`config.mk`:
```
export PLATFORM = sky130hd
export DESIGN_NAME = qrs_div_cell
export DESIGN_NICKNAME = d
export VERILOG_FILES = /design/src/rtl/quadratic_root_solver_macros.svh /design/src/rtl/qrs_div_cell.sv
export SDC_FILE = /design/constraint.sdc
export NUM_CORES = 1
export LEC_CHECK = 0
export BUFFER_PORTS_ARGS = -buffer_cell sky130_fd_sc_hd__buf_2
export CORE_MARGIN = 2
export CORE_UTILIZATION = 45
export CTS_BUF_LIST = sky130_fd_sc_hd__clkbuf_4 sky130_fd_sc_hd__clkbuf_8
export DETAILED_ROUTE_END_ITERATION = 8
export PLACE_DENSITY = 0.78
export SLEW_MARGIN = 20
export SYNTH_ARGS = -nofsm -noshare
export SYNTH_HDL_FRONTEND = slang
export SYNTH_SLANG_ARGS = --single-unit
```
`constraint.sdc`:
```
create_clock -name aclk -period 2.09 [get_ports aclk]
set_input_delay 0.1045 -clock aclk [delete_from_list [all_inputs] [get_ports aclk]]
set_output_delay 0.1045 -clock aclk [all_outputs]
set_load 0.05 [all_outputs]
```
`src/rtl/quadratic_root_solver_macros.svh`:
```
// Assertion macros used by the solver RTL.
`ifndef QUADRATIC_ROOT_SOLVER_MACROS_SVH
`define QUADRATIC_ROOT_SOLVER_MACROS_SVH

// Implication checked on every rising clock edge, ignored while reset is held.
`define QRS_ASSERT(label, prop, msg) \
    label: assert property (@(posedge aclk) disable iff (!aresetn) prop) else $error(msg);

// Check that also holds while reset is held.
`define QRS_ASSERT_ALWAYS(label, prop, msg) \
    label: assert property (@(posedge aclk) prop) else $error(msg);

`endif

```
`src/rtl/qrs_div_cell.sv`:
```
module qrs_div_cell #(
    parameter int DVW = 17,
    parameter int NB  = 33
) (
    input  logic           aclk,
    input  logic           ce,
    input  logic [DVW-1:0] den_in,
    input  logic [DVW-1:0] rem_in,
    input  logic [NB-1:0]  nq_in,
    output logic [DVW-1:0] den_out,
    output logic [DVW-1:0] rem_out,
    output logic [NB-1:0]  nq_out
);
    logic [DVW-1:0] den_reg;
    logic [DVW-1:0] rem_reg, rem_next;
    logic [NB-1:0]  nq_reg, nq_next;
    logic [DVW-1:0] trial;
    logic           fits;

    // One restoring division step; quotient bits shift in as numerator bits leave.
    always_comb begin
        trial    = {rem_in[DVW-2:0], nq_in[NB-1]};
        fits     = (trial >= den_in);
        rem_next = fits ? (trial - den_in) : trial;
        nq_next  = {nq_in[NB-2:0], fits};
    end

    always_ff @(posedge aclk) begin
        if (ce) begin
            den_reg <= den_in;
            rem_reg <= rem_next;
            nq_reg  <= nq_next;
        end
    end

    assign den_out = den_reg;
    assign rem_out = rem_reg;
    assign nq_out  = nq_reg;
endmodule

```
### Word level (Yosys, flattened, before mapping)

Index checks and enable logic that the tools add are counted.

* register bits after elaboration: 67
* output and inout port bits: 67
* logic and storage cells: 6

* $add $sub $neg: 1
* magnitude comparators: 1
* multiplexer cells: 1

Operators by type and width (number)
* $ge 17x17->1: 1
* $mux 17: 1
* $sub 17x17->17: 1

### Logic depth before layout (Yosys ltp)

Gate-level depths: netlist of run 1.

* word-level depth: 2
* mapped depth: 11
* depth with buffers taken out: 9

### Worst setup path before layout of run 1

OpenSTA, ideal clock, no wires.

* path kind: input to register
* from: input port den_in[8]
* to: register rem_reg[10] (netlist: rem_out[10]) (data pin)
* arrival: 2005 ps
* data required time: 1830 ps
* setup slack: -176 ps
* cell stages on the path: 10
* cell sequence: inv_1 > ha_1 > a21oi_1 > o21ai_0 > or2_2 > o211ai_2 > o21a_1 > buf_6 > buf_12 > mux2_4

* cells in the longest elaborated chain, start to end: 2
* elaborated cells on any way between the ends: 3
* classes of those cells: 1 x add/sub; 1 x order compare; 1 x mux

Ends and longest elaborated chain
* start, declared: RTL line qrs_div_cell.sv:7 `input logic [DVW-1:0] den_in,`
* $sub 17x17->17 or $ge 17x17->1 (tied branches): RTL line qrs_div_cell.sv:24, qrs_div_cell.sv:23
* $mux 17 (*): RTL line qrs_div_cell.sv:24 `rem_next = fits ? (trial - den_in) : trial;`
* named net rem_next[10]: RTL line qrs_div_cell.sv:15 `logic [DVW-1:0] rem_reg, rem_next;`
* end signal, assigned: RTL line qrs_div_cell.sv:31 `rem_reg <= rem_next;`
* end, declared: RTL line qrs_div_cell.sv:15

Mark *: on every way through the listed nets, which the timed path passes. The rest lies on a longest branch.
A chain may end at the register's enable or synchronous reset.

### Worst setup path after layout of run 1

* from: input port den_in[8]
* to: register rem_reg[9] (netlist: rem_out[9]) (data pin)

The elaborated chain is that of the path after synthesis.

==> results.md, run 1 <==
* Status: completed
* Layout Nets at 584
* Final period util at 96.25%
* Cell area after synthesis at 0.003388 sq mm
* Die Ht at 90.77 um
* FF+latch count, synth at 67
* VDD IR-drop max at 0.3441 mV
* Synth area leaders: edfxtp_1, ha_1, mux2_2
* Arrival time at the worst endpoint at 2.10 ns
* Core Box Area at 0.007253 sq mm
* Placer Congestion at 0.9139
* Clk buf depth at 2
* Leading area contributor after synthesis: edfxtp_1
* Critical setup path kind: input port to flip-flop
* Flop pwr share at 42.2%
* F_max at 497.1 MHz
* Largest stage delay, worst path at 0.36 ns
* Slew Limit Headroom at 70.65%
* Syn Inst Count at 258
* Critical path peak fanout at 16
* Sequential fraction of the synthesis area at 59.38%
* Final hold vios at 0
* Crit path launch type: input port
* H-tree depth at 3
* First-pass GRT wire length at 14900 um
* Syn avg cell area at 13.13 sq um
* Mux share of post-synthesis cell area at 5.022%
* Layout cells sized above 1 at 48.70%
* # diodes at 0
* Clk slew on worst S/H paths at 0.07 ns
* Antenna violations before repair at 0
* Finished Layout Cells at 600
* FP Rows at 31
* Hold EP: den_out[14]
* IO Pins at 136
* Die ar. at 0.008239 sq mm
* Cell area after layout at 0.005324 sq mm
* P&R area growth vs syn at 57.13%
* Final setup vio count at 0
* 1st-iter DRT viols at 140
* DRT antenna net count at 0
* Root Buffer: clkbuf_8
* CP Cell Sequence: buf_2, inv_1, ha_4, a21oi_2, o21ai_1, or2_2, o211ai_4, o21a_1, buf_12, mux2_2
* Final worst slack at 0.07831 ns
* Dpl cell area at 0.004683 sq mm
* DIE WIDTH at 90.77 um
* Gr ovfl total at 0
* Number of global-route vias before repair at 3008
* Final critical-path required period at 2.012 ns
* Largest family of logic cells by synthesized area: compound AO/OA/AOI/OAI gates
* DR DRC count at 0
* Clock sinks at 67
* CTS tree: done
* EDFF count, synth at 67
* Clock share of power at 23.2%
* Placed Instances at 539
* Critical path's slowest cell: mux2_2
* CP required at 2.18 ns
* Worst-margin pin slew at 0.4402 ns
* Syn_nets at 345
* # fillers at 456
* Area of the multi-input gates at 0.001390 sq mm
* Slew Viols, Final at 0
* Total vias in the final route at 3031
* Power per cell area at 742.3 mW/mm^2
* Sequential cell area at 0.002012 sq mm
* Min-delay src: den_in[14]
* Pre-Repair DR Iteration Count at 5
* Leakage power at 2.352 nW
* I/O Buffers at 134
* Post-Synth Adder-Cell Area at 6.869%
* Place WS at -0.2900 ns
* Sw frac at 35.42%
* Top cell family by delay on the critical path: compound AO/OA/AOI/OAI gates
* Cts bufs inserted at 9
* Max_cap viols at 0
* Compound-cell area share of the yosys netlist at 13.55%
* Setup bufs post-CTS at 0
* XOR/XNOR share of the synthesized area at 2.326%
* Final wirelength at 9739 um
* Crit end category: flip-flop
* DP HPWL at 6469 um
* Drt wl/cell at 16.23 um
* Simple-gate portion of the synthesized area at 9.010%
* Worst hold path type: input port to flip-flop
* Hold Crit Depth at 2
* Yosys warns at 0
* Starting Density at 46.71%
* Via/cell ratio at 5.052
* RSZ-0062 raised after global routing: no
* Internal power at 2.552 mW
* CP bufs+invs at 3
* Synth top area share at 59.38%
* Largest net degree at the start of global routing at 52
* Combinational Power Share at 34.6%
* Asr flop ratio synth at 0%
* Synth unique cells at 47
* Minimum hold slack at 0.04315 ns
* Main flop type after synthesis: edfxtp_1
* NetSw at 1.400 mW
* All-Layer GR Usage at 23.28%
-- placed cells by master (no fill, tap or decap), types with 7 or more instances in the layout --
cell           instances
nor2_1                21
xnor2_1                8
ha_4                   7
ha_1                   9
nand2_1               15
mux2_2                 8
o21ai_0               11
a21oi_1               10
clkbuf_8               9
buf_2                134
inv_1                 22
edfxtp_1              67
buf_4                 50
dlygate4sd3_1         46
-- cells by family after synthesis --
family | Yosys count
AND/OR/NAND/NOR | 62
flip-flops | 67
multiplexers | 14
XOR/XNOR | 9
AO/OA/AOI/OAI | 61
buffers and inverters | 27
adder cells (fa/ha/maj) | 18
-- layer usage --
| metal | routed length [um] | global-route usage [%] | up-vias |
|---|---|---|---|
| li1 | - | - | 1435 |
| met5 | 0 | 0 | - |
| met3 | 663 | 5.342 | 23 |
| met1 | 3887 | 27.40 | 1414 |
| met2 | 4956 | 41.29 | 159 |
| met4 | 232 | 8.965 | 0 |
-- worst max path at each step --
stage              start     endpoint  slack (ns)  depth (start not counted)
3_5_place_dp   den_in[1]  rem_out[15]       -0.29                         10
5_1_grt        den_in[8]   rem_out[9]       0.009                         10
4_1_cts        den_in[0]  rem_out[16]        0.07                         10
6_report       den_in[8]   rem_out[9]        0.08                         10
2_1_floorplan  den_in[1]  rem_out[10]       -0.14                         10
3_3_place_gp   den_in[6]   rem_out[8]       -0.25                         10
-- timing repair --
action / in CTS / in global routing
hold buffers: 46 / 0
hold endpoints to repair: 46 / 0
setup endpoints to repair: 0 / 13
resized for setup: 0 / 6
-- per-stage QoR --
stage	utilization, %	setup TNS [ns]	power [mW]
global route	73.40	0	4.089
CTS	73.09	0	3.921
global placement	64.57	-3.344	2.937
detailed placement	64.57	-3.896	2.963
floorplan	-	-0.5464	2.562
finish	73.40	0	3.952
-- synth_stat cells, drive strengths merged, types with 6 or more instances --
cell    number
a21o         6
a21oi       15
edfxtp      67
ha          17
inv         23
mux2        12
nand2       17
nor2        21
o211ai       7
o21ai       12
xnor2        8
-- final cells by class --
class | instances | share of cell area [%]
Inverter | 23 | 1.763
Clock buffer | 9 | 2.327
Tap cell | 99 | 2.327
Sequential cell | 67 | 37.79
Multi-Input combinational cell | 164 | 26.11
Clock inverter | 6 | 0.6345
Timing Repair Buffer | 232 | 29.05
-- power by group through the flow --
stage                     sequential, mW  clock, mW  combinational [mW]
after floorplan                     2.15          0               0.417
after global placement              1.69          0                1.25
after detailed placement            1.69          0                1.28
after CTS                           1.66      0.913                1.35
after global routing                1.68      0.974                1.44
final                               1.67      0.916                1.37
-- registers in the layout, indices dropped and copies added (netlist names) --
name and cells:
den_out 17, nq_out 33, rem_out 17
No activity file was read; power rests on OpenSTA's default activity.
==> run 2, diff against run 1 <==
--- a/config.mk
+++ b/config.mk
@@ -5,13 +5,14 @@
 export SDC_FILE = /design/constraint.sdc
 export NUM_CORES = 1
 export LEC_CHECK = 0
-export BUFFER_PORTS_ARGS = -buffer_cell sky130_fd_sc_hd__buf_2
 export CORE_MARGIN = 2
-export CORE_UTILIZATION = 45
+export CORE_UTILIZATION = 55
 export CTS_BUF_LIST = sky130_fd_sc_hd__clkbuf_4 sky130_fd_sc_hd__clkbuf_8
 export DETAILED_ROUTE_END_ITERATION = 8
-export PLACE_DENSITY = 0.78
+export DONT_BUFFER_PORTS = 1
+export PLACE_DENSITY = 0.73
 export SLEW_MARGIN = 20
 export SYNTH_ARGS = -nofsm -noshare
 export SYNTH_HDL_FRONTEND = slang
 export SYNTH_SLANG_ARGS = --single-unit
+export TNS_END_PERCENT = 1
==> run 2 against run 1 <==
Effect of this change:
- sequential share of layout area is 5.2 points higher
- die area shrank 17%
- clock-buffer cell count stayed put
- global-route usage grew 1.4 points
- cell count decreased by 26%
- non-clock buffer count fell by 131
- critical endpoint unchanged
==> results.md, run 2 (synthesized netlist as in run 1, its figures left out) <==
* Status: completed
* Number of global-route vias before repair at 2446 (-19%)
* Slew Viols, Final at 0 (unchanged)
* Cts bufs inserted at 9 (unchanged)
* Arrival time at the worst endpoint at 1.99 ns (-0.11 ns)
* Placer Congestion at 0.8919 (-2.4%)
* Critical setup path kind: input port to flip-flop
* Largest stage delay, worst path at 0.35 ns (about the same)
* Antenna violations before repair at 1 (+1)
* Clk buf depth at 2 (unchanged)
* All-Layer GR Usage at 24.64% (+1.4 points)
* Top cell family by delay on the critical path: compound AO/OA/AOI/OAI gates
* Crit path launch type: input port
* Power per cell area at 834.9 mW/mm^2 (+12%)
* H-tree depth at 3 (unchanged)
* DIE WIDTH at 82.49 um (-9.1%)
* CP bufs+invs at 2 (-1)
* Pre-Repair DR Iteration Count at 5 (unchanged)
* F_max at 524.5 MHz (+5.5%)
* Worst-margin pin slew at 0.5536 ns (+0.1134 ns)
* I/O Buffers at 0 (-100%)
* CP Cell Sequence: inv_1, ha_4, a21oi_1, o21ai_0, or2_2, o211ai_4, o21a_1, buf_12, mux2_2
* Place WS at -0.1544 ns (+0.1356 ns)
* Final worst slack at 0.1834 ns (+0.1051 ns)
* Final setup vio count at 0 (unchanged)
* Layout cells sized above 1 at 24.53% (-24 points)
* # fillers at 338 (-26%)
* Cell area after layout at 0.004681 sq mm (-12%)
* Dpl cell area at 0.003857 sq mm (-18%)
* Most common cell after layout, fill and taps aside: edfxtp_1
* Final wirelength at 8483 um (-13%)
* Levels on crit path at 9 (-1)
* Die Ht at 82.49 um (-9.1%)
* Critical path peak fanout at 11 (-5)
* Gr ovfl total at 0 (unchanged)
* Max_cap viols at 0 (unchanged)
* Total vias in the final route at 2454 (-19%)
* Hold Crit Depth at 2 (unchanged)
* Layout Nets at 453 (-22%)
* DRT antenna net count at 0 (unchanged)
* First-pass GRT wire length at 12090 um (-19%)
* Total negative slack at 0 ns (unchanged)
* Minimum hold slack at 0.01557 ns (-0.02759 ns)
* Max reg flops at 33 (unchanged)
* Final critical-path required period at 1.907 ns (-0.1051 ns)
* Most frequent cells in the layout: edfxtp_1, dlygate4sd3_1, buf_4
* Clk slew on worst S/H paths at 0.08 ns (about the same)
* Root Buffer: clkbuf_8
* Final hold vios at 0 (unchanged)
* CP required at 2.18 ns (about the same)
* Worst hold path type: input port to flip-flop
* Finished Layout Cells at 447 (-26%)
* Sequential cell area at 0.002012 sq mm (unchanged)
* Setup bufs post-CTS at 0 (unchanged)
* Fin util at 79.06% (+5.7 points)
* IO Pins at 136 (unchanged)
* CTS tree: done
* Slew Limit Headroom at 63.17% (-7.5 points)
* 1st-iter DRT viols at 114 (-19%)
* Power, Total at 3.908 mW (-1.1%)
* Die ar. at 0.006805 sq mm (-17%)
* Via/cell ratio at 5.490 (+8.7%)
* Leakage power at 1.850 nW (-21%)
* Placed Instances at 369 (-32%)
* Starting Density at 57.23% (+11 points)
* Area of the multi-input gates at 0.001345 sq mm (-3.2%)
* RSZ-0062 raised after global routing: no
* Core Box Area at 0.005921 sq mm (-18%)
* Crit end category: flip-flop
* DR DRC count at 0 (unchanged)
* FP Rows at 28 (-9.7%)
* VDD IR-drop max at 0.5346 mV (+55%)
* Drt wl/cell at 18.98 um (+17%)
* Clock sinks at 67 (unchanged)
* Final period util at 91.23% (-5.0 points)
* Critical path's slowest cell: or2_2
* Largest net degree at the start of global routing at 68 (+31%)
* P&R area growth vs syn at 38.15%
* DP HPWL at 5531 um (-15%)
[run 2: worst paths after layout]
path,endpoint,from,slack [ns]
hold / removal,rem_out[16],rem_in[15],0.02
setup / recovery,rem_out[9],den_in[12],0.18
[run 2: layout make-up]
| type | instances | share of cell area [%] |
|---|---|---|
| Tap cell | 75 | 2.005 |
| Clock inverter | 7 | 1.470 |
| Multi-Input combinational cell | 164 | 28.74 |
| Clock buffer | 9 | 2.646 |
| Antenna cell | 1 | 0.05346 |
| Inverter | 23 | 2.005 |
| Timing Repair Buffer | 101 | 20.10 |
| Sequential cell | 67 | 42.98 |
[run 2: power breakdown]
group	switching, mW	internal, mW
Combinational	0.325	0.385
Clock	0.516	0.546
Sequential	0.492	1.64
Total	1.33	2.58
[run 2: what timing repair did]
action | in CTS | in global routing
hold endpoints to repair | 127 | 0
gates resized for setup | 0 | 0
hold buffers | 61 | 0
[run 2: layer usage]
| metal | part of all wire [%] | vias to the layer above | track usage (%) |
|---|---|---|---|
| met1 | 41 | 1156 | 28.48 |
| met4 | 0.94 | 2 | 6.230 |
| li1 | - | 1178 | - |
| met5 | 0.15 | - | 0 |
| met2 | 49 | 106 | 43.06 |
| met3 | 8.9 | 12 | 9.348 |
