`config.mk`:
```
export PLATFORM = sky130hd
export DESIGN_NAME = qrs_sqrt_cell
export DESIGN_NICKNAME = d
export VERILOG_FILES = /design/src/rtl/quadratic_root_solver_macros.svh /design/src/rtl/qrs_sqrt_cell.sv
export SDC_FILE = /design/constraint.sdc
export NUM_CORES = 1
export LEC_CHECK = 0
export ABC_AREA = 1
export BUFFER_PORTS_ARGS = -buffer_cell sky130_fd_sc_hd__clkbuf_2
export CELL_PAD_IN_SITES_DETAIL_PLACEMENT = 0
export CELL_PAD_IN_SITES_GLOBAL_PLACEMENT = 1
export CORE_AREA = 2 2 101 103
export DETAILED_ROUTE_END_ITERATION = 10
export DIE_AREA = 0 0 103 105
export PLACE_DENSITY_LB_ADDON = 0.1
export RECOVER_POWER = 25
export SLEW_MARGIN = 20
export SYNTH_ARGS = -nofsm -noshare
export SYNTH_HDL_FRONTEND = slang
export SYNTH_SLANG_ARGS = --single-unit
```
`constraint.sdc`:
```
create_clock -name aclk -period 2.3 [get_ports aclk]
set_input_delay 0.115 -clock aclk [delete_from_list [all_inputs] [get_ports aclk]]
set_output_delay 0.115 -clock aclk [all_outputs]
set_load 0.01 [all_outputs]
```
`src/rtl/quadratic_root_solver_macros.svh`:
```
// Assertion macros used by the solver RTL.
`ifndef QUADRATIC_ROOT_SOLVER_MACROS_SVH
`define QUADRATIC_ROOT_SOLVER_MACROS_SVH

// Implication checked on every rising clock edge, ignored while reset is held.
`define QRS_ASSERT(label, prop, msg) \
    label: assert property (@(posedge aclk) disable iff (!aresetn) prop) else $error(msg);

// Check that also holds while reset is held.
`define QRS_ASSERT_ALWAYS(label, prop, msg) \
    label: assert property (@(posedge aclk) prop) else $error(msg);

`endif

```
`src/rtl/qrs_sqrt_cell.sv`:
```
module qrs_sqrt_cell #(
    parameter int SW = 17
) (
    input  logic            aclk,
    input  logic            ce,
    input  logic [2*SW-1:0] rad_in,
    input  logic [SW+1:0]   rem_in,
    input  logic [SW-1:0]   root_in,
    output logic [2*SW-1:0] rad_out,
    output logic [SW+1:0]   rem_out,
    output logic [SW-1:0]   root_out
);
    logic [2*SW-1:0] rad_reg, rad_next;
    logic [SW+1:0]   rem_reg, rem_next;
    logic [SW-1:0]   root_reg, root_next;
    logic [SW+1:0]   rem_shift;
    logic [SW+1:0]   trial;
    logic            fits;

    // One restoring square root step: bring down two radicand bits.
    always_comb begin
        rem_shift = {rem_in[SW-1:0], rad_in[2*SW-1:2*SW-2]};
        trial     = {root_in, 2'b01};
        fits      = (rem_shift >= trial);
        rem_next  = fits ? (rem_shift - trial) : rem_shift;
        root_next = {root_in[SW-2:0], fits};
        rad_next  = {rad_in[2*SW-3:0], 2'b00};
    end

    always_ff @(posedge aclk) begin
        if (ce) begin
            rad_reg  <= rad_next;
            rem_reg  <= rem_next;
            root_reg <= root_next;
        end
    end

    assign rad_out  = rad_reg;
    assign rem_out  = rem_reg;
    assign root_out = root_reg;
endmodule

```
# Word level (Yosys, flattened, before mapping)
# Index checks and enable logic that the tools add are counted.
dict set report word_totals {
  register_bits 68
  input_bits 72
  out_inout_bits 70
}
dict set report classes {
  addsub 1
  n_lt_le_gt_ge 1
  mux 1
}
# cell n
set op_table {}
lappend op_table {{>= comparator 19 bit} 1}
lappend op_table {{two-way mux 19 bit} 1}
lappend op_table {{subtractor 19 bit} 1}

# Depth between registers and ports, before layout
# Gate-level depths: netlist of the first run.
dict set report logic_depth {
  ltp_word 2
  depth_mapped 14
  depth_no_buf 13
}

# Worst setup path after synthesis of the first run
# OpenSTA, ideal clock, no wires.
dict set report synth_timing {
  path_kind {input to register}
  startpoint {input root_in[12]}
  endpoint {register rem_reg[10] (netlist: rem_out[10]) (data pin)}
  setup_time_ns 0.252
  arrival_time_ns 1.309
  required_ns 2.048
  setup_slack_ns 0.739
  cell_stages 11
  path_buffers 1
  cell_sequence {inv_1 ha_1 nand2_1 inv_2 nand2_1 nand2_1 a21oi_2 nand4_2 buf_4 nand2_1 nand2_1}
}
dict set report synth_between {
  elab_chain_len 2
}
# item line
set synth_lines {}
lappend synth_lines {{start: declaration} qrs_sqrt_cell.sv:8} ;# input logic [SW-1:0] root_in,
lappend synth_lines {{>= comparator 19 bit} qrs_sqrt_cell.sv:24} ;# fits = (rem_shift >= trial);
lappend synth_lines {{named net fits} qrs_sqrt_cell.sv:18} ;# logic fits;
lappend synth_lines {{two-way mux 19 bit} qrs_sqrt_cell.sv:25} ;# rem_next = fits ? (rem_shift - trial) : rem_shift;
lappend synth_lines {{named net rem_next[10]} qrs_sqrt_cell.sv:14} ;# logic [SW+1:0] rem_reg, rem_next;
lappend synth_lines {{end signal: assignment} qrs_sqrt_cell.sv:33} ;# rem_reg <= rem_next;
lappend synth_lines {{end: declaration} qrs_sqrt_cell.sv:14}
# The timed path passes the listed nets, and every way through them passes these cells.
# A chain may end at the register's enable or synchronous reset.

# Final worst setup path of the first run
dict set report layout_timing {
  startpoint {input root_in[12]}
  endpoint {register rem_reg[5] (netlist: rem_out[5]) (data pin)}
}
dict set report layout_between {
  elab_chain_len 2
}
# item line
set layout_lines {}
lappend layout_lines {{>= comparator 19 bit} qrs_sqrt_cell.sv:24}
lappend layout_lines {{two-way mux 19 bit} qrs_sqrt_cell.sv:25}
lappend layout_lines {{named net rem_next[5]} qrs_sqrt_cell.sv:14}
# The timed path passes the listed nets, and every way through them passes these cells.

==> PnR_summary.wiki, run 1 <==
{| class="wikitable"
! Metric !! Value
|-
| Outcome || finished, violations left
|-
| Violations in the final reports || max-capacitance violations, max-slew violations
|-
| Count of TritonRoute iterations in the first routing pass || 4
|-
| Gate family responsible for the most delay along the worst path || buffers and inverters
|-
| EDFF count, synth || 68
|-
| Cell variety after synth || 29
|-
| Area growth, synth to finish || 39.4%
|-
| Fraction of final layout cells with drive strength greater than 1 || 0.354
|-
| Overall via count from detail_route || 3171
|-
| Yosys top cell area share || 0.542
|-
| Global routing usage summed across all routing layers || 0.185
|-
| Drt drc || 0
|-
| Longest individual stage delay on the worst path || 0.53 ns
|-
| Per-instance average area after synthesis || 10.0 sq um
|-
| Antenna violations before repair || 0
|-
| Critical path buffer and inverter count || 4
|-
| Htree depth || 3
|-
| Max stage delay cell, worst path || dlygate4sd3_1
|-
| # setup viols final || 0
|-
| DRT antenna net count || 0
|-
| Total clock buffers created by CTS || 9
|-
| Warnings from Yosys || 0
|-
| Residual overflow from global routing || 0
|-
| TritonCTS clock tree || yes
|-
| Total number of placement rows || 36
|-
| Primary FF master, synth || edfxtp_1
|-
| Violation count after the first detailed-route iteration || 103
|-
| Number of buffers between clock root and the deepest sink || 2
|-
| F_max || 476 MHz
|-
| Final critical-path required period || 2.10 ns
|-
| Arrival time worst endpoint || 2.20 ns
|-
| Worst slew margin relative to its limit || -0.00623
|-
| Max Cap Violations || 1
|-
| Count of boundary I/O pins || 142
|-
| Static Leak || 2.53 nW
|-
| Summed instance area of the synthesized netlist || 0.00377 sq mm
|-
| Critical Path Source Type || primary input
|-
| Crit. End Element || flip-flop
|-
| Unrepaired setup endpoints after global routing || false
|-
| Hold Path Class || in2reg
|-
| Measured slew at the worst slew-check pin || 1.51 ns
|-
| Via count of the first global-routing pass || 3221
|-
| Sum of routed wire length over all layers || 9660 um
|-
| Register clock-pin slew on the reported worst setup and hold paths || around 0.08 ns
|-
| CTS Root Buffer Type || clkbuf_8
|-
| Critical path data required time || 2.40 ns
|-
| Total Power Consumption || roughly 3.2 mW
|-
| Instance count of the mapped netlist || 377
|-
| Area inside the core boundary || between 0.009 and 0.01 sq mm
|-
| Yosys reg bits || 68
|-
| Final weighted congestion of routability-driven global placement || 0.829
|-
| Worst Setup Path Type || in2reg
|-
| Critical path, cell by cell || dlygate4sd3_1 -> clkbuf_1 -> inv_1 -> ha_1 -> a21oi_1 -> nand2_1 -> a21oi_2 -> nand4_2 -> buf_4 -> nand2_1 -> nand2_1
|-
| Power density cells || 605 mW/mm^2
|-
| Crit path top cell by count || nand2_1
|-
| HPWL after DPL || 6810 um
|-
| Vertical die dimension || roughly 110 um
|-
| Cells taking the most area after synthesis || edfxtp_1 54%, nand2_1 11%, ha_1 6.3%
|-
| Vias/cell || 4.47
|-
| Post-route clock period utilization || 0.914
|-
| Total negative slack for setup checks || 0 ns
|-
| Final number of hold-violating endpoints || 0
|-
| Largest fanout on the critical path || 15
|-
| Die X-Extent || between 100 and 150 um
|-
| Pin count of the biggest net entering global routing || 47
|-
| Post-place instance area || 0.00460 sq mm
|-
| Core Util, Final || 0.545
|-
| Global-route wire length before repair || 15400 um
|-
| Port Buffers || 137
|-
| Wirelength per Cell || 13.6 um
|-
| Commonest cells post-synth || 113 x nand2_1, 68 x edfxtp_1, 43 x inv_1, 21 x nand3_1
|-
| Async set-or-reset flop fraction in the synthesized netlist || 0
|-
| CTS Sinks || 68
|-
| Most frequent cell after synthesis || nand2_1
|-
| Initial Util || 0.391
|-
| Diode insertion count for antenna repair || 0
|-
| Sequential-to-total area share from yosys stat || 0.542
|-
| Post-layout nets || 663
|-
| Number of max-slew violations in the final report || 23
|-
| Die footprint || ~0.011 sq mm
|-
| Total non-filler cell area in the finished layout || 0.00525 sq mm
|-
| Leading area contributor after synthesis || edfxtp_1
|-
| Worst ir drop on vdd || 0.209 mV
|}
==> report_power, final <==
part	total [mW]	internal [mW]	switching, mW
sequential	1.54	1.51	0.0290
clock	0.832	0.384	0.448
combinational	0.810	0.342	0.468
total	3.18	2.23	0.945
==> metal layers <==
metal | wire length [um] | GRT usage | vias up
met4 | 87 | 0.0395 | 0
met3 | 672 | 0.0468 | 6
met1 | 4250 | 0.237 | 1420
met5 | 0 | 0 | -
met2 | 4640 | 0.314 | 112
li1 | - | - | 1633
==> cell type report <==
class / count / area, sq um
well taps: 133 / 166
clock inverters: 5 / 28.8
repair buffers: 189 / 1210
flip-flops and latches: 68 / 2040
inverters: 54 / 203
fillers: 920 / 4390
multi-input cells: 250 / 1470
clock buffers: 11 / 131
==> repair_timing <==
action                                  in CTS  in global routing
setup buffers                                0                  1
endpoints found under the setup margin       0                 18
hold buffers                                48                  0
endpoints found under the hold margin       48                  0
resized for setup                            0                  0
==> cells by family (layout without fill, tap and decap cells) <==
family / Yosys count / count (layout) / synth area share
compound gates: 19 / 19 / 0.0342
other cells: 1 / 2 / 0.000995
fa+ha+maj: 19 / 19 / 0.0631
flops: 68 / 68 / 0.542
buf+inv: 60 / 259 / 0.0697
xor+xnor: 9 / 9 / 0.0209
simple gates: 201 / 201 / 0.269
==> layout by cell type (no fill, tap or decap), types with 3 or more instances in the layout <==
master	Yosys	routed
clkbuf_2	0	131
nand2_1	113	113
edfxtp_1	68	68
dlygate4sd3_1	0	48
inv_1	43	43
nand3_1	21	21
nand3_2	19	19
ha_1	19	19
nor2_1	15	15
inv_2	11	11
a21oi_1	11	11
nand2_2	10	10
clkbuf_8	0	9
xor2_1	8	8
clkbuf_1	0	8
nor2_2	7	7
nand3b_1	7	7
nor3_1	3	3
==> sequential cells by signal (all words and copies together) (netlist names) <==
| name | flops |
|---|---|
| root_out | 17 |
| rad_out | 32 |
| rem_out | 19 |
==> per-stage QoR <==
step	hold slack [ns]	std cells	setup slack (ns)
detailed placement	0.294	645	0.269
finish	0.0821	710	0.199
floorplan	0.214	378	0.739
global route	0.0860	710	0.0397
CTS	0.0669	709	0.0595
global placement	0.292	645	0.276
==> final timing paths <==
path | from | end | slack (ns) | depth (start not counted)
max | root_in[12] | rem_out[5] | 0.20 | 11
min | rem_in[2] | rem_out[4] | 0.08 | 3
Power figures use the tool's default switching activity.
==> run 2: changes to the inputs <==
Settings changed: CAP_MARGIN from default to 15, CELL_PAD_IN_SITES_DETAIL_PLACEMENT 0 to 1, CELL_PAD_IN_SITES_GLOBAL_PLACEMENT 1 to 2, CORE_AREA 2 2 101 103 to 2 2 114 116, DIE_AREA 0 0 103 105 to 0 0 116 118.
==> run 2 against run 1 <==
Critical path depth rose by 2. Critical path type unchanged. Global-route usage down 1.5 points. The flow still finishes with violations (max-capacitance violations, max-slew violations). Sequential cell count unchanged. Non-clock buffer count is 4 higher. Die area is 27% higher. Sequential power hardly changed. Combinational power grew 2.8%. Clock-buffer cell count fell by 1. Highest routed layer unchanged. Power up 20%. Cell count rose by 5.9%.
==> PnR_summary.wiki, run 2 (synthesized netlist as in run 1, its figures left out) <==
{| class="wikitable"
! Metric !! Value
|-
| Total negative slack for setup checks || 0 ns
|-
| Wirelength per Cell || 15.1 um
|-
| Worst Setup Path Type || in2reg
|-
| Number of buffers between clock root and the deepest sink || 2
|-
| Antenna violations before repair || 0
|-
| Total clock buffers created by CTS || 9
|-
| Total Power Consumption || around 3.8 mW
|-
| Die X-Extent || between 100 and 150 um
|-
| Max stage delay cell, worst path || dlygate4sd3_1
|-
| Drt drc || 0
|-
| Number of placed instances, taps included || 688
|-
| Final critical-path required period || 2.07 ns
|-
| Post-route clock period utilization || 0.900
|-
| Measured slew at the worst slew-check pin || roughly 1.9 ns
|-
| Number of cells on the critical path || 13
|-
| Longest individual stage delay on the worst path || 0.53 ns
|-
| Core Util, Final || 0.441
|-
| F_max || 483 MHz
|-
| Flip-flop count of the largest register after layout || 32
|-
| Violations in the final reports || max-capacitance violations, max-slew violations
|-
| Port Buffers || 137
|-
| Total non-filler cell area in the finished layout || 0.00547 sq mm
|-
| Critical path buffer and inverter count || 5
|-
| Global-route wire length before repair || 17900 um
|-
| Register clock-pin slew on the reported worst setup and hold paths || 0.06 ns
|-
| Total number of placement rows || 41
|-
| Diode insertion count for antenna repair || 0
|-
| Area inside the core boundary || 0.0124 sq mm
|-
| Crit path top cell by count || nand2_1
|-
| Critical path, cell by cell || dlygate4sd3_1 -> clkbuf_2 -> inv_1 -> ha_1 -> nand2_1 -> inv_2 -> a21oi_4 -> nand2_1 -> nand2_1 -> nand4_4 -> buf_4 -> nand3_2 -> nand2_1
|-
| Htree depth || 3
|-
| Outcome || finished, violations left
|-
| DRT antenna net count || 0
|-
| Vertical die dimension || 118 um
|-
| Final cell count without fillers || 752
|-
| Pin count of the biggest net entering global routing || 35
|-
| Violation count after the first detailed-route iteration || 167
|-
| Fraction of final layout cells with drive strength greater than 1 || 0.366
|-
| HPWL after DPL || 7950 um
|-
| Area growth, synth to finish || 45.1%
|-
| Final number of hold-violating endpoints || 0
|-
| Critical path capture point || rem_out[11]
|-
| Initial Util || 0.304
|-
| Die footprint || between 0.01 and 0.015 sq mm
|-
| Sum of routed wire length over all layers || 11300 um
|-
| Crit. End Element || flip-flop
|-
| Start point of the critical path || root_in[8]
|-
| CTS Sinks || 68
|-
| Top library cells by usage in the layout, fill and taps aside || 134 x clkbuf_2, 113 x nand2_1, 68 x edfxtp_1
|-
| Power density cells || approximately 700 mW/mm^2
|-
| Count of boundary I/O pins || 142
|-
| Critical Path Source Type || primary input
|-
| Most common library cell in the layout ignoring fill and taps || clkbuf_2
|-
| Hold Path Class || in2reg
|-
| Unrepaired setup endpoints after global routing || false
|-
| # setup viols final || 0
|-
| CTS Root Buffer Type || clkbuf_16
|-
| Count of TritonRoute iterations in the first routing pass || 4
|-
| Worst slew margin relative to its limit || -0.266
|-
| Worst ir drop on vdd || 0.283 mV
|-
| Post-layout nets || 667
|-
| Via count of the first global-routing pass || approximately 3500
|-
| Gate family responsible for the most delay along the worst path || buffers and inverters
|-
| Final weighted congestion of routability-driven global placement || 0.824
|-
| Critical path data required time || 2.39 ns
|-
| Max Cap Violations || 1
|-
| Global routing usage summed across all routing layers || 0.171
|-
| Overall via count from detail_route || 3252
|-
| Static Leak || 2.62 nW
|-
| Number of max-slew violations in the final report || 35
|-
| Largest fanout on the critical path || 7
|-
| TritonCTS clock tree || yes
|-
| Post-place instance area || 0.00467 sq mm
|-
| Residual overflow from global routing || 0
|-
| Vias/cell || between 4 and 5
|-
| Arrival time worst endpoint || 2.16 ns
|}
[run 2: cell type report]
cell class,count,area (sq um)
Fill cell,1469,6940
Sequential cell,68,2040
Multi-Input combinational cell,250,1480
Timing Repair Buffer,193,1230
Clock buffer,10,229
Tap cell,172,215
Inverter,54,203
Clock inverter,5,77.6
[run 2: worst min-delay path by stage]
stage	start	endpoint	slack, ns	cells past startpoint
2_1_floorplan	rad_in[8]	rad_out[10]	0.21	0
4_1_cts	rem_in[2]	rem_out[4]	0.09	3
3_5_place_dp	rad_in[7]	rad_out[9]	0.29	1
5_1_grt	rem_in[2]	rem_out[4]	0.10	3
3_3_place_gp	rad_in[20]	rad_out[22]	0.29	1
6_report	rem_in[2]	rem_out[4]	0.10	3
[run 2: what timing repair did]
action	CTS	global route
gates resized for setup	0	2
endpoints found under the setup margin	0	13
setup buffers	0	1
hold buffers	48	0
hold endpoints to repair	48	0
[run 2: power breakdown]
part	internal, mW	switching, mW
Sequential	1.51	0.0340
Clock	0.938	0.501
Combinational	0.346	0.487
Total	2.80	1.02
[run 2: metal layers]
layer / GRT usage / share of wire
met3: 0.0433 / 0.067
met5: 0 / 0
met4: 0.0446 / 0.011
met1: 0.203 / 0.43
met2: 0.303 / 0.49
[run 2: metrics by stage]
step | hold WS, ns | worst slack, ns
finish | 0.101 | 0.230
global route | 0.103 | 0.0110
CTS | 0.0878 | 0.00772
detailed placement | 0.294 | 0.190
global placement | 0.292 | 0.217
floorplan | 0.214 | 0.739
==> run 3: changes to the inputs <==
Settings changed: CORE_AREA 2 2 114 116 to 2 2 118 120, DIE_AREA 0 0 116 118 to 0 0 120 122, PLACE_DENSITY from default to 0.78, PLACE_DENSITY_LB_ADDON 0.1 to default.
Clock period 2.3 ns to 2 ns, I/O delays scaled along.
==> run 3 against run 2 <==
Combinational power is 16% higher. Clock power is 26% higher. Largest cell class unchanged. The flow now finishes without violations. Critical path depth is 1 lower.
==> PnR_summary.wiki, run 3 (synthesized netlist as in run 1, its figures left out) <==
{| class="wikitable"
! Metric !! Value
|-
| Portion of total power attributed to combinational logic || 0.212
|-
| Fraction of final layout cells with drive strength greater than 1 || 0.353
|-
| Wirelength per Cell || 14.6 um
|-
| Number of buffers between clock root and the deepest sink || 2
|-
| Switch Pwr || around 1.2 mW
|-
| Crit path top cell by count || nand2_1
|-
| Drt drc || 0
|-
| Worst hold stages || 3
|-
| Global routing usage summed across all routing layers || 0.154
|-
| Diode insertion count for antenna repair || 0
|-
| Hold EP || rem_out[4]
|-
| Post-route clock period utilization || 0.774
|-
| Fraction of power spent switching nets || 0.264
|-
| Power density cells || between 800 and 900 mW/mm^2
|-
| # setup viols final || 0
|-
| Gate family responsible for the most delay along the worst path || simple AND/OR/NAND/NOR gates
|-
| Die X-Extent || between 100 and 150 um
|-
| Critical Path Source Type || primary input
|-
| CTS Sinks || 68
|-
| Count of boundary I/O pins || 142
|-
| Outcome || completed
|-
| Overall via count from detail_route || about 3300
|-
| Via count of the first global-routing pass || 3462
|-
| Part of the power in the clock network || 0.399
|-
| Residual overflow from global routing || 0
|-
| Die footprint || roughly 0.015 sq mm
|-
| Total negative slack for setup checks || 0 ns
|-
| Hold Path Origin || rem_in[2]
|-
| Worst slew margin relative to its limit || 0.140
|-
| Final worst hold slack || 0.0852 ns
|-
| Max Cap Violations || 0
|-
| Crit. End Element || flip-flop
|-
| Total number of placement rows || 43
|-
| Area inside the core boundary || ~0.014 sq mm
|-
| Measured slew at the worst slew-check pin || 1.29 ns
|-
| Final critical-path required period || 1.55 ns
|-
| Static Leak || 2.63 nW
|-
| Relative contribution of sequential cells to total power || 0.389
|-
| DRT antenna net count || 0
|-
| Total non-filler cell area in the finished layout || 0.00552 sq mm
|-
| Post-place instance area || 0.00471 sq mm
|-
| Final number of hold-violating endpoints || 0
|-
| Int Pwr || 3.36 mW
|-
| Vias/cell || 4.28
|-
| Count of TritonRoute iterations in the first routing pass || 4
|-
| Core Util, Final || 0.409
|-
| Vertical die dimension || 122 um
|-
| Post-layout nets || 666
|-
| Final cell count without fillers || between 700 and 800
|-
| Max stage delay cell, worst path || ha_1
|-
| Critical path data required time || 2.08 ns
|-
| Number of max-slew violations in the final report || 0
|-
| Flip-flop count of the largest register after layout || 32
|-
| Post-Place Worst Slack || roughly 0.09 ns
|-
| Longest individual stage delay on the worst path || 0.33 ns
|-
| Worst ir drop on vdd || 0.415 mV
|-
| Port Buffers || 137
|-
| Area growth, synth to finish || 46.5%
|-
| TritonCTS clock tree || yes
|-
| Total Power Consumption || between 4 and 5 mW
|-
| Critical path buffer and inverter count || 4
|-
| Critical path, cell by cell || clkbuf_1 -> inv_1 -> ha_1 -> nand2_1 -> inv_2 -> nand2_1 -> nand2_1 -> a21oi_2 -> nand4_2 -> buf_4 -> nand3_2 -> nand2_1
|-
| Register clock-pin slew on the reported worst setup and hold paths || 0.06 ns
|-
| Top library cells by usage in the layout, fill and taps aside || 127 x clkbuf_2, 113 x nand2_1, 68 x edfxtp_1
|-
| Pin count of the biggest net entering global routing || 50
|-
| Sum of routed wire length over all layers || 11100 um
|-
| Total clock buffers created by CTS || 9
|-
| Arrival time worst endpoint || 1.63 ns
|-
| F_max || 646 MHz
|-
| Most common library cell in the layout ignoring fill and taps || clkbuf_2
|-
| Number of placed instances, taps included || 696
|-
| Number of post-CTS setup repair buffers || 0
|-
| Unrepaired setup endpoints after global routing || false
|-
| Hold Path Class || in2reg
|-
| Largest fanout on the critical path || 12
|-
| Final critical-path setup slack || 0.453 ns
|-
| HPWL after DPL || around 8200 um
|-
| Antenna violations before repair || 0
|-
| Initial Util || 0.279
|-
| Htree depth || 3
|-
| Global-route wire length before repair || 17400 um
|-
| Worst Setup Path Type || in2reg
|-
| CTS Root Buffer Type || clkbuf_16
|-
| Violation count after the first detailed-route iteration || about 130
|-
| Final weighted congestion of routability-driven global placement || 0.799
|}
## run 3: cell types whose count changed in the layout (fill, tap and decap cells not counted), sizes merged
cell,delta
clkinv,+1
bufinv,+1
clkinvlp,-1
buf,-1
## run 3: timing repair
action / CTS / global route
gates resized for setup: 0 / 0
hold endpoints to repair: 48 / 0
hold buffers: 48 / 0
## run 3: worst max-delay path by stage
stage	start	endpoint	slack [ns]	depth (start not counted)
2_1_floorplan	root_in[12]	rem_out[10]	0.45	11
5_1_grt	root_in[11]	rem_out[15]	0.30	12
3_5_place_dp	root_in[12]	rem_out[15]	0.09	10
4_1_cts	root_in[12]	rem_out[15]	0.44	10
3_3_place_gp	root_in[12]	rem_out[15]	0.1	10
6_report	root_in[11]	rem_out[15]	0.45	12
## run 3: power groups by stage
stage	combinational, mW	sequential, mW	clock [mW]
5_1_grt	1.08	1.79	1.92
3_5_place_dp	0.906	1.80	0
6_report	0.967	1.78	1.82
3_3_place_gp	0.891	1.80	0
2_1_floorplan	0.445	1.88	0
4_1_cts	0.985	1.78	1.87
## run 3: layer usage
layer  vias up  wire length (um)  global-route usage  share of wire
li1       1639                 -                   -              -
met5         -                 0                   0              0
met2       101              5660               0.289           0.51
met4         0               120              0.0463          0.011
met3         8               573              0.0323          0.052
met1      1502              4710               0.176           0.43
## run 3: layout make-up
type,count,area (sq um)
Sequential cell,68,2040
Tap cell,180,225
Timing Repair Buffer,192,1240
Clock buffer,10,229
Inverter,54,203
Clock inverter,6,113
Multi-Input combinational cell,250,1470
Fill cell,1563,7980
